**config.mk**
```make
export PLATFORM = sky130hd
export DESIGN_NAME = rtk_ctrl
export DESIGN_NICKNAME = d
export VERILOG_FILES = /design/src/rtl/core/rtk_pkg.sv /design/src/rtl/core/rtk_ctrl.sv
export SDC_FILE = /design/constraint.sdc
export NUM_CORES = 1
export LEC_CHECK = 0
export ABC_AREA = 1
export BUFFER_PORTS_ARGS = -buffer_cell sky130_fd_sc_hd__buf_2
export CAP_MARGIN = 20
export CORE_AREA = 2 2 60 62
export DETAILED_ROUTE_END_ITERATION = 6
export DIE_AREA = 0 0 62 64
export PLACE_DENSITY = 0.7
export SLEW_MARGIN = 15
export SYNTH_ARGS = -nofsm -noshare
export SYNTH_HDL_FRONTEND = slang
export SYNTH_SLANG_ARGS = --single-unit
export TNS_END_PERCENT = 30
```
**constraint.sdc**
```tcl
create_clock -name clock -period 2.1 [get_ports clock]
set_clock_uncertainty 0.15 [all_clocks]
set_input_delay 0.42 -clock clock [delete_from_list [all_inputs] [get_ports clock]]
set_output_delay 0.42 -clock clock [all_outputs]
set_load 0.05 [all_outputs]
```
**src/rtl/core/rtk_pkg.sv**
```systemverilog
`default_nettype none
package rtk_pkg;

   localparam int RANK_DEPTH_DEF  = 64;
   localparam int TABLE_COUNT_DEF = 8;

   // action codes
   localparam logic [2:0] ACT_UPDATE     = 3'd0;
   localparam logic [2:0] ACT_LOOKUP     = 3'd1;
   localparam logic [2:0] ACT_READ_RANK  = 3'd2;
   localparam logic [2:0] ACT_SET_GROUP  = 3'd3;
   localparam logic [2:0] ACT_REMOVE     = 3'd4;
   localparam logic [2:0] ACT_REMOVE_ALL = 3'd5;
   localparam logic [2:0] ACT_CLEAR_RANK = 3'd6;
   localparam logic [2:0] ACT_CLEAR_TBL  = 3'd7;

   // result status codes
   localparam logic [1:0] ST_DONE    = 2'd0;
   localparam logic [1:0] ST_IGNORED = 2'd1;
   localparam logic [1:0] ST_MISSING = 2'd2;

   typedef struct packed {
      logic [2:0]         action;
      logic [2:0]         table_sel;
      logic [31:0]        player_key;
      logic signed [31:0] score;
      logic [15:0]        group_id;
      logic [15:0]        title_id;
      logic [7:0]         job_class;
      logic [15:0]        player_level;
      logic [7:0]         rebirth_level;
      logic               sex_flag;
      logic [5:0]         rank_index;
   } rtk_req_type;

   typedef struct packed {
      logic [1:0]         status;
      logic [31:0]        out_key;
      logic signed [31:0] out_score;
      logic [15:0]        out_group;
      logic [15:0]        out_title;
      logic [7:0]         out_job;
      logic [15:0]        out_level;
      logic [7:0]         out_rebirth;
      logic               out_sex;
      logic [5:0]         out_rank;
   } rtk_rsp_type;

   // one table slot as stored in memory
   typedef struct packed {
      logic [31:0]        key;
      logic signed [31:0] score;
      logic [15:0]        group;
      logic [15:0]        title;
      logic [7:0]         job;
      logic [15:0]        level;
      logic [7:0]         rebirth;
      logic               sex;
   } rtk_entry_type;

   typedef enum logic [2:0] {
      IDX_HOLD, IDX_ZERO, IDX_INC, IDX_DEC, IDX_RANK, IDX_LAST
   } rtk_idx_op_type;

   typedef enum logic [1:0] {TBL_HOLD, TBL_ZERO, TBL_INC} rtk_tbl_op_type;
   typedef enum logic [1:0] {RD_NONE, RD_IDX, RD_NEXT, RD_PREV} rtk_rd_op_type;
   typedef enum logic [1:0] {WR_NONE, WR_MOVE, WR_NEW, WR_GROUP} rtk_wr_op_type;
   typedef enum logic [1:0] {CNT_HOLD, CNT_CLEAR, CNT_DEC, CNT_INC} rtk_cnt_op_type;
   typedef enum logic [1:0] {SRC_ZERO, SRC_RDATA, SRC_GROUP, SRC_NEW} rtk_src_type;
   typedef enum logic [1:0] {RK_ZERO, RK_MARK, RK_ITEM} rtk_rank_sel_type;

   typedef struct packed {
      logic             load;
      rtk_idx_op_type   idx_op;
      rtk_tbl_op_type   tbl_op;
      rtk_rd_op_type    rd_op;
      rtk_wr_op_type    wr_op;
      rtk_cnt_op_type   cnt_op;
      logic             mark;
      logic             res_load;
      logic [1:0]       res_status;
      rtk_src_type      res_src;
      rtk_rank_sel_type res_rank;
   } rtk_cmd_type;

   typedef struct packed {
      logic [2:0] action;
      logic       tbl_bad;
      logic       level_low;
      logic       rank_bad;
      logic       idx_at_count;
      logic       idx_at_rank;
      logic       next_at_count;
      logic       key_hit;
      logic       score_eq;
      logic       score_lt;
      logic       room;
      logic       last_tbl;
      logic       slot_free;
   } rtk_stat_type;

endpackage
`default_nettype wire

```
**src/rtl/core/rtk_ctrl.sv**
```systemverilog
`default_nettype none
module rtk_ctrl (
   input  wire                   clock,
   input  wire                   reset,
   input  wire                   req_valid,
   output logic                  req_stall,
   input  rtk_pkg::rtk_stat_type stat,
   output rtk_pkg::rtk_cmd_type  cmd
);
   typedef enum logic [12:0] {
      S_IDLE     = 13'b0000000000001,
      S_DISPATCH = 13'b0000000000010,
      S_SCAN     = 13'b0000000000100,
      S_SCAN_CHK = 13'b0000000001000,
      S_RM       = 13'b0000000010000,
      S_RM_WR    = 13'b0000000100000,
      S_POS      = 13'b0000001000000,
      S_POS_CHK  = 13'b0000010000000,
      S_SH       = 13'b0000100000000,
      S_SH_WR    = 13'b0001000000000,
      S_NEXT_TBL = 13'b0010000000000,
      S_READ     = 13'b0100000000000,
      S_FINISH   = 13'b1000000000000
   } rtk_state_type;

   rtk_state_type              state_ff, state_in;
   logic [1:0]                 status_ff, status_in;
   rtk_pkg::rtk_src_type       src_ff, src_in;
   rtk_pkg::rtk_rank_sel_type  rsel_ff, rsel_in;
   logic                       found_ff, found_in;

   assign req_stall = state_ff != S_IDLE;

   always_comb begin
      state_in       = state_ff;
      status_in      = status_ff;
      src_in         = src_ff;
      rsel_in        = rsel_ff;
      found_in       = found_ff;
      cmd            = '0;
      cmd.idx_op     = rtk_pkg::IDX_HOLD;
      cmd.tbl_op     = rtk_pkg::TBL_HOLD;
      cmd.rd_op      = rtk_pkg::RD_NONE;
      cmd.wr_op      = rtk_pkg::WR_NONE;
      cmd.cnt_op     = rtk_pkg::CNT_HOLD;
      cmd.res_status = status_ff;
      cmd.res_src    = src_ff;
      cmd.res_rank   = rsel_ff;
      unique case (state_ff)
         // take a word
         S_IDLE: begin
            if (req_valid) begin
               cmd.load = 1'b1;
               found_in = 1'b0;
               state_in = S_DISPATCH;
            end
         end
         // sort out the early exits and start the walk
         S_DISPATCH: begin
            status_in = rtk_pkg::ST_DONE;
            src_in    = rtk_pkg::SRC_ZERO;
            rsel_in   = rtk_pkg::RK_ZERO;
            if (stat.action == rtk_pkg::ACT_REMOVE_ALL) begin
               cmd.tbl_op = rtk_pkg::TBL_ZERO;
               state_in   = S_SCAN;
            end else if (stat.tbl_bad) begin
               status_in = rtk_pkg::ST_MISSING;
               state_in  = S_FINISH;
            end else begin
               unique case (stat.action)
                  rtk_pkg::ACT_UPDATE: begin
                     if (stat.level_low) begin
                        status_in = rtk_pkg::ST_IGNORED;
                        state_in  = S_FINISH;
                     end else begin
                        state_in = S_SCAN;
                     end
                  end
                  rtk_pkg::ACT_READ_RANK, rtk_pkg::ACT_CLEAR_RANK: begin
                     rsel_in = rtk_pkg::RK_ITEM;
                     if (stat.rank_bad) begin
                        status_in = rtk_pkg::ST_MISSING;
                        state_in  = S_FINISH;
                     end else begin
                        cmd.idx_op = rtk_pkg::IDX_RANK;
                        if (stat.action == rtk_pkg::ACT_READ_RANK) begin
                           src_in   = rtk_pkg::SRC_RDATA;
                           state_in = S_READ;
                        end else begin
                           state_in = S_RM;
                        end
                     end
                  end
                  rtk_pkg::ACT_CLEAR_TBL: begin
                     cmd.cnt_op = rtk_pkg::CNT_CLEAR;
                     state_in   = S_FINISH;
                  end
                  default: state_in = S_SCAN;
               endcase
            end
         end
         // read the slot named by the rank
         S_READ: begin
            cmd.rd_op = rtk_pkg::RD_IDX;
            state_in  = S_FINISH;
         end
         // search for the key
         S_SCAN: begin
            if (stat.idx_at_count) begin
               if (stat.action == rtk_pkg::ACT_UPDATE) begin
                  cmd.idx_op = rtk_pkg::IDX_ZERO;
                  state_in   = S_POS;
               end else if (stat.action == rtk_pkg::ACT_REMOVE_ALL) begin
                  state_in = S_NEXT_TBL;
               end else begin
                  status_in = rtk_pkg::ST_MISSING;
                  state_in  = S_FINISH;
               end
            end else begin
               cmd.rd_op = rtk_pkg::RD_IDX;
               state_in  = S_SCAN_CHK;
            end
         end
         S_SCAN_CHK: begin
            if (stat.key_hit) begin
               cmd.mark = 1'b1;
               rsel_in  = rtk_pkg::RK_MARK;
               unique case (stat.action)
                  rtk_pkg::ACT_UPDATE: begin
                     if (stat.score_eq) begin
                        status_in = rtk_pkg::ST_IGNORED;
                        src_in    = rtk_pkg::SRC_RDATA;
                        state_in  = S_FINISH;
                     end else begin
                        state_in = S_RM;
                     end
                  end
                  rtk_pkg::ACT_LOOKUP: begin
                     src_in   = rtk_pkg::SRC_RDATA;
                     state_in = S_FINISH;
                  end
                  rtk_pkg::ACT_SET_GROUP: begin
                     cmd.wr_op = rtk_pkg::WR_GROUP;
                     src_in    = rtk_pkg::SRC_GROUP;
                     state_in  = S_FINISH;
                  end
                  rtk_pkg::ACT_REMOVE_ALL: begin
                     found_in = 1'b1;
                     state_in = S_RM;
                  end
                  default: state_in = S_RM;
               endcase
            end else begin
               cmd.idx_op = rtk_pkg::IDX_INC;
               state_in   = S_SCAN;
            end
         end
         // close the gap at the index
         S_RM: begin
            if (stat.next_at_count) begin
               cmd.cnt_op = rtk_pkg::CNT_DEC;
               if (stat.action == rtk_pkg::ACT_UPDATE) begin
                  cmd.idx_op = rtk_pkg::IDX_ZERO;
                  state_in   = S_POS;
               end else if (stat.action == rtk_pkg::ACT_REMOVE_ALL) begin
                  state_in = S_NEXT_TBL;
               end else begin
                  state_in = S_FINISH;
               end
            end else begin
               cmd.rd_op = rtk_pkg::RD_NEXT;
               state_in  = S_RM_WR;
            end
         end
         S_RM_WR: begin
            cmd.wr_op  = rtk_pkg::WR_MOVE;
            cmd.idx_op = rtk_pkg::IDX_INC;
            state_in   = S_RM;
         end
         // find the insert position
         S_POS: begin
            if (stat.idx_at_count) begin
               if (stat.room) begin
                  cmd.mark   = 1'b1;
                  cmd.idx_op = rtk_pkg::IDX_LAST;
                  state_in   = S_SH;
               end else begin
                  status_in = rtk_pkg::ST_IGNORED;
                  src_in    = rtk_pkg::SRC_ZERO;
                  rsel_in   = rtk_pkg::RK_ZERO;
                  state_in  = S_FINISH;
               end
            end else begin
               cmd.rd_op = rtk_pkg::RD_IDX;
               state_in  = S_POS_CHK;
            end
         end
         S_POS_CHK: begin
            if (stat.score_lt) begin
               cmd.mark   = 1'b1;
               cmd.idx_op = rtk_pkg::IDX_LAST;
               state_in   = S_SH;
            end else begin
               cmd.idx_op = rtk_pkg::IDX_INC;
               state_in   = S_POS;
            end
         end
         // shift entries down, then drop the new one in
         S_SH: begin
            if (stat.idx_at_rank) begin
               cmd.wr_op  = rtk_pkg::WR_NEW;
               cmd.cnt_op = rtk_pkg::CNT_INC;
               status_in  = rtk_pkg::ST_DONE;
               src_in     = rtk_pkg::SRC_NEW;
               rsel_in    = rtk_pkg::RK_MARK;
               state_in   = S_FINISH;
            end else begin
               cmd.rd_op = rtk_pkg::RD_PREV;
               state_in  = S_SH_WR;
            end
         end
         S_SH_WR: begin
            cmd.wr_op  = rtk_pkg::WR_MOVE;
            cmd.idx_op = rtk_pkg::IDX_DEC;
            state_in   = S_SH;
         end
         // advance to the next table for a global remove
         S_NEXT_TBL: begin
            if (stat.last_tbl) begin
               status_in = found_ff ? rtk_pkg::ST_DONE : rtk_pkg::ST_MISSING;
               src_in    = rtk_pkg::SRC_ZERO;
               rsel_in   = rtk_pkg::RK_ZERO;
               state_in  = S_FINISH;
            end else begin
               cmd.tbl_op = rtk_pkg::TBL_INC;
               cmd.idx_op = rtk_pkg::IDX_ZERO;
               state_in   = S_SCAN;
            end
         end
         // hand the result to the output register once it is free
         S_FINISH: begin
            if (stat.slot_free) begin
               cmd.res_load = 1'b1;
               state_in     = S_IDLE;
            end
         end
         default: state_in = S_IDLE;
      endcase
   end

   always_ff @(posedge clock) begin
      if (reset) begin
         state_ff <= S_IDLE;
         found_ff <= 1'b0;
      end else begin
         state_ff <= state_in;
         found_ff <= found_in;
      end
      status_ff <= status_in;
      src_ff    <= src_in;
      rsel_ff   <= rsel_in;
   end

endmodule
`default_nettype wire

```
# [Word level (Yosys, flattened, before mapping)]
# Cells that the tools add are included.
[classes] eq_ne=35 muxes=97 reduce_logical=13
[ops] operator="13-bit 2-to-1 mux" n=16
[ops] operator="13-bit one-hot mux with 13 select lines" n=1
[ops] operator="2-bit 2-to-1 mux" n=30
[ops] operator="13-bit one-hot mux with 3 select lines" n=1
[ops] operator="3-bit one-hot mux with 9 select lines" n=1
[ops] operator="2-bit != test, second input constant" n=13
[ops] operator="13-bit one-hot mux with 2 select lines" n=1
[ops] operator="1-bit 2-to-1 mux" n=25
[ops] operator="3-bit 2-to-1 mux" n=8
[ops] operator="2-bit one-hot mux with 5 select lines" n=2
[ops] operator="2-bit one-hot mux with 3 select lines" n=3
[ops] operator="13-bit by 1-bit equality test with 1-bit output, second input constant" n=1
[ops] operator="13-bit by 10-bit equality test with 1-bit output, second input constant" n=1
[ops] operator="13-bit by 11-bit equality test with 1-bit output, second input constant" n=1
[ops] operator="13-bit by 12-bit equality test with 1-bit output, second input constant" n=1
[ops] operator="13-bit equality test, second input constant" n=1
[ops] operator="13-bit by 2-bit equality test with 1-bit output, second input constant" n=1
[ops] operator="13-bit by 3-bit equality test with 1-bit output, second input constant" n=1
[ops] operator="13-bit by 4-bit equality test with 1-bit output, second input constant" n=1
[ops] operator="13-bit by 5-bit equality test with 1-bit output, second input constant" n=1
[ops] operator="13-bit by 6-bit equality test with 1-bit output, second input constant" n=1
[ops] operator="13-bit by 7-bit equality test with 1-bit output, second input constant" n=1
[ops] operator="13-bit by 8-bit equality test with 1-bit output, second input constant" n=1
[ops] operator="13-bit by 9-bit equality test with 1-bit output, second input constant" n=1
[ops] operator="other kinds (24)" n=31
[word_totals] reg_bits=20 inputBits=18 output_inout_bits=21 elab_cells=150

# [Depth between registers and ports, before layout]
[logic_depth] depth_word=7 ltp_mapped=12 depth_no_buf=12

# [Worst setup path after synthesis]
# Ideal clock, no wire load.
[synth_timing] path_kind="register to output" from="register state_ff[8]" to="output port cmd[19] (netlist bit)" arrival_ns=2.025 required_ns=1.530 path_slack_ns=-0.495 stages_incl_launch_ff=6 n_path_buf=0 cell_sequence="dfxtp_1 > nor2_2 > nand2_2 > nor2_8 > nand3_1 > nor2_1"
[synth_lines] item="start, declared" line_no="rtk_ctrl.sv:26" source="rtk_state_type state_ff, state_in;"
[synth_lines] item="start signal, assigned" line_no="rtk_ctrl.sv:256" source="state_ff <= state_in;"
[synth_lines] item="end, declared" line_no="rtk_ctrl.sv:8" source="output rtk_pkg::rtk_cmd_type cmd"

==> metrics.md <==
| Metric | Value |
|---|---|
| Max-Cap Viols | `0` |
| GRT Util Overall | `24.48%` |
| Die Wd | `62 um` |
| GR Overflow Total | `0` |
| Top-count cell post-synth | `nand2_1` |
| Site Rows | `21` |
| Diode count | `0` |
| P_leak | `1.218 nW` |
| Detailed Routing Iterations Pass 1 | `5` |
| Syn avg cell area | `6.320 um2` |
| Net Sw Frac | `31.10%` |
| Clock Power Share | `30.1%` |
| Antenna Nets Post-Route | `0` |
| Layout fillers | `265` |
| Met2 Use GR | `38.28%` |
| Met1 Track Usage GR | `33.96%` |
| Final hold violations | `0` |
| Period minus WS final | `2345 ps` |
| Placed cells | `333` |
| CP required | `1530 ps` |
| # IOs | `39` |
| Fin crit share | `111.7%` |
| GRT Max-Usage Layer | `met2` |
| RSZ-0062 raised after global routing | `true` |
| TNS Setup | `-2807 ps` |
| CTS tree | `built` |
| Min-delay src | `stat[8]` |
| VDD IR-drop max | `328.5 uV` |
| Worst hold stages | `2` |
| Ys flop type | `dfxtp_1` |
| Vias after detailed routing | `1858` |
| Number of synthesized flops with an enable pin | `6` |
| Synth unique cells | `29` |
| GP Congestion | `0.9142` |
| Status | `finished with violations` |
| Reg-to-reg startpoint | `state_ff[1]$_SDFFE_PP0P_` |
| Worst Reg-to-Reg Cells | `13` |
| Total design power | `0.9154 mW` |
| Syn Inst Count | `235` |
| Psw | `0.2847 mW` |
| Least-Margin Pin Slew | `249.3 ps` |
| Drt wl/cell | `13.74 um` |
| Synth cell count leaders | `nand2_1, nor2_1, inv_1, nand3_1, dfxtp_1` |
| Post-synth top area share | `18.87%` |
| First-pass GRT wire length | `7210 um` |
| DRC | `0` |
| Clk buf depth | `2` |
| Die Ht | `64 um` |
| Slew headroom | `83.27%` |
| Sequential power share | `45.1%` |
| Fraction of registers with async set/reset | `0%` |
| Initial antenna violation count | `0` |
| Sequential area share after synthesis | `31.00%` |
| Cell Pwr Density | `395.2 nW/um2` |
| Layout overhead on the synthesized area | `55.94%` |
| Vias in the first global route | `1634` |
| Synth Warn # | `0` |
| Gate power share | `24.8%` |
| Reg2reg end | `src_ff[1]$_DFFE_PP_` |
| Dpl ws | `-47.49 ps` |
| Inserted Clock Buffers | `3` |
| Top cells by area, synth | `dfxtp_1, nand2_1, edfxtp_1` |
| Final Util | `70.51%` |
| Core outline area | `3284 um2` |
| Syn nets | `253` |
| Fin. max-slew vios | `0` |
| Clock root cell | `clkbuf_4` |
| Met3 Use GR | `3.846%` |
| Die ar. | `3968 um2` |
| CTS Sinks | `20` |
| DP Area | `1857 um2` |
| Buffers added on ports | `38` |
| Fmax | `426.5 MHz` |
| Pint | `0.6307 mW` |
| Critical path type | `reg2out` |
| Worst Hold Class | `in2reg` |
| Final #Nets | `321` |
| Share of layout cells above drive strength 1 | `45.70%` |
| CP arrival | `1770 ps` |
| Crit path max fanout | `6` |
| Crit. End Element | `primary output` |
| Total wire length | `4783 um` |
| Worst hold slack | `209.0 ps` |
| Reg2reg setup slack | `-120 ps` |
| Iter 0 DRT Violations | `99` |
| Placed wire-length estimate | `3519 um` |
| Largest net degree at the start of global routing | `13` |
| Largest area contributor in the netlist | `dfxtp_1` |
| Worst hold endpoint | `state_ff[3]$_SDFFE_PP0P_` |
| Layout Cells excl Fill | `348` |
| Startpoint types | `register` |
| Initial Util | `45.22%` |
| Setup violators final | `20` |
| Setup WS post-layout | `-244.8 ps` |
| Failing checks | `setup timing` |
| Vias per cell | `5.339` |
| Synthesized area | `1485 um2` |
| Worst-Skew Late Latency | `310 ps` |
| CTS clock-pin slew for the worst setup and hold paths | `120 ps` |
| #FFs+latches synth | `20` |
| Design area | `2316 um2` |
| H-tree Lvls | `1` |
-- timing repair --
action                                  in CTS  in global routing
resized for setup                           61                 39
endpoints found under the setup margin      15                 23
setup buffers                                7                  4
hold buffers                                 0                  0
pin swaps                                   12                 16
-- worst max-delay path, cell delays in order (launching register included) --
cell       delay, ps
dfxtp_2          370
nor2_4           150
nand3_1          150
nor2_4           110
nand2_1           90
buf_4            180
o2111ai_2        210
buf_6            190
-- power groups by stage --
stage,Combinational (mW),Sequential (mW),Clock (mW)
after global placement,0.184,0.422,0
after detailed placement,0.184,0.422,0
final,0.227,0.413,0.276
after global routing,0.245,0.414,0.290
after floorplan,0.112,0.433,0
after CTS,0.203,0.414,0.275
-- placed cells by master (no fill, tap or decap), types with 8 or more instances in the layout --
master   netlist  final
buf_2          0     23
buf_4          0     24
buf_6          1     13
inv_1         31     28
nand2_1       58     48
nand2_2        7     11
nand2_4        2      8
nand3_1       25     21
nor2_1        43     29
nor2_2         8     11
nor2_4         0     11
-- layer usage --
layer  part of all wire [%]  wire length [um]  vias to the layer above
met5                      0                 0                        -
met4                    2.5               121                        0
met3                    7.4               352                       18
met2                     49              2333                      100
met1                     41              1975                      847
li1                       -                 -                      893
-- sequential cells by signal, indices dropped and copies added, names as in the netlist --
name,cells
state_ff,13
rsel_ff,2
src_ff,2
status_ff,2
found_ff,1
-- cell type report --
type,count,area [um2],share of cell area [%]
clock buffers,4,47.55,2.053
inverters,33,123.9,5.348
multi-input cells,180,1095,47.27
flip-flops and latches,20,475.5,20.53
well taps,46,57.56,2.485
repair buffers,65,516.7,22.31
-- cells by family (layout without fill, tap and decap cells) --
family | count (synthesis) | count (layout) | synth area share (%)
AOI/OAI and AO/OA | 18 | 18 | 7.330
buffers and inverters | 35 | 102 | 9.351
and+or+nand+nor | 162 | 162 | 52.32
DFF | 20 | 20 | 31.00
-- worst max path at each step --
stage | from | end | slack (ps) | depth (start not counted)
floorplan | state_ff[8]$_SDFFE_PP0P_ | cmd[19] | -170 | 5
global placement | state_ff[0]$_SDFFE_PP1P_ | cmd[16] | -20 | 8
detailed placement | state_ff[0]$_SDFFE_PP1P_ | cmd[16] | -50 | 8
CTS | state_ff[5]$_SDFFE_PP0P_ | cmd[16] | -250 | 8
global route | state_ff[5]$_SDFFE_PP0P_ | cmd[17] | -330 | 8
finish | state_ff[1]$_SDFFE_PP0P_ | cmd[12] | -240 | 7
(Power assumes the default switching activity.)
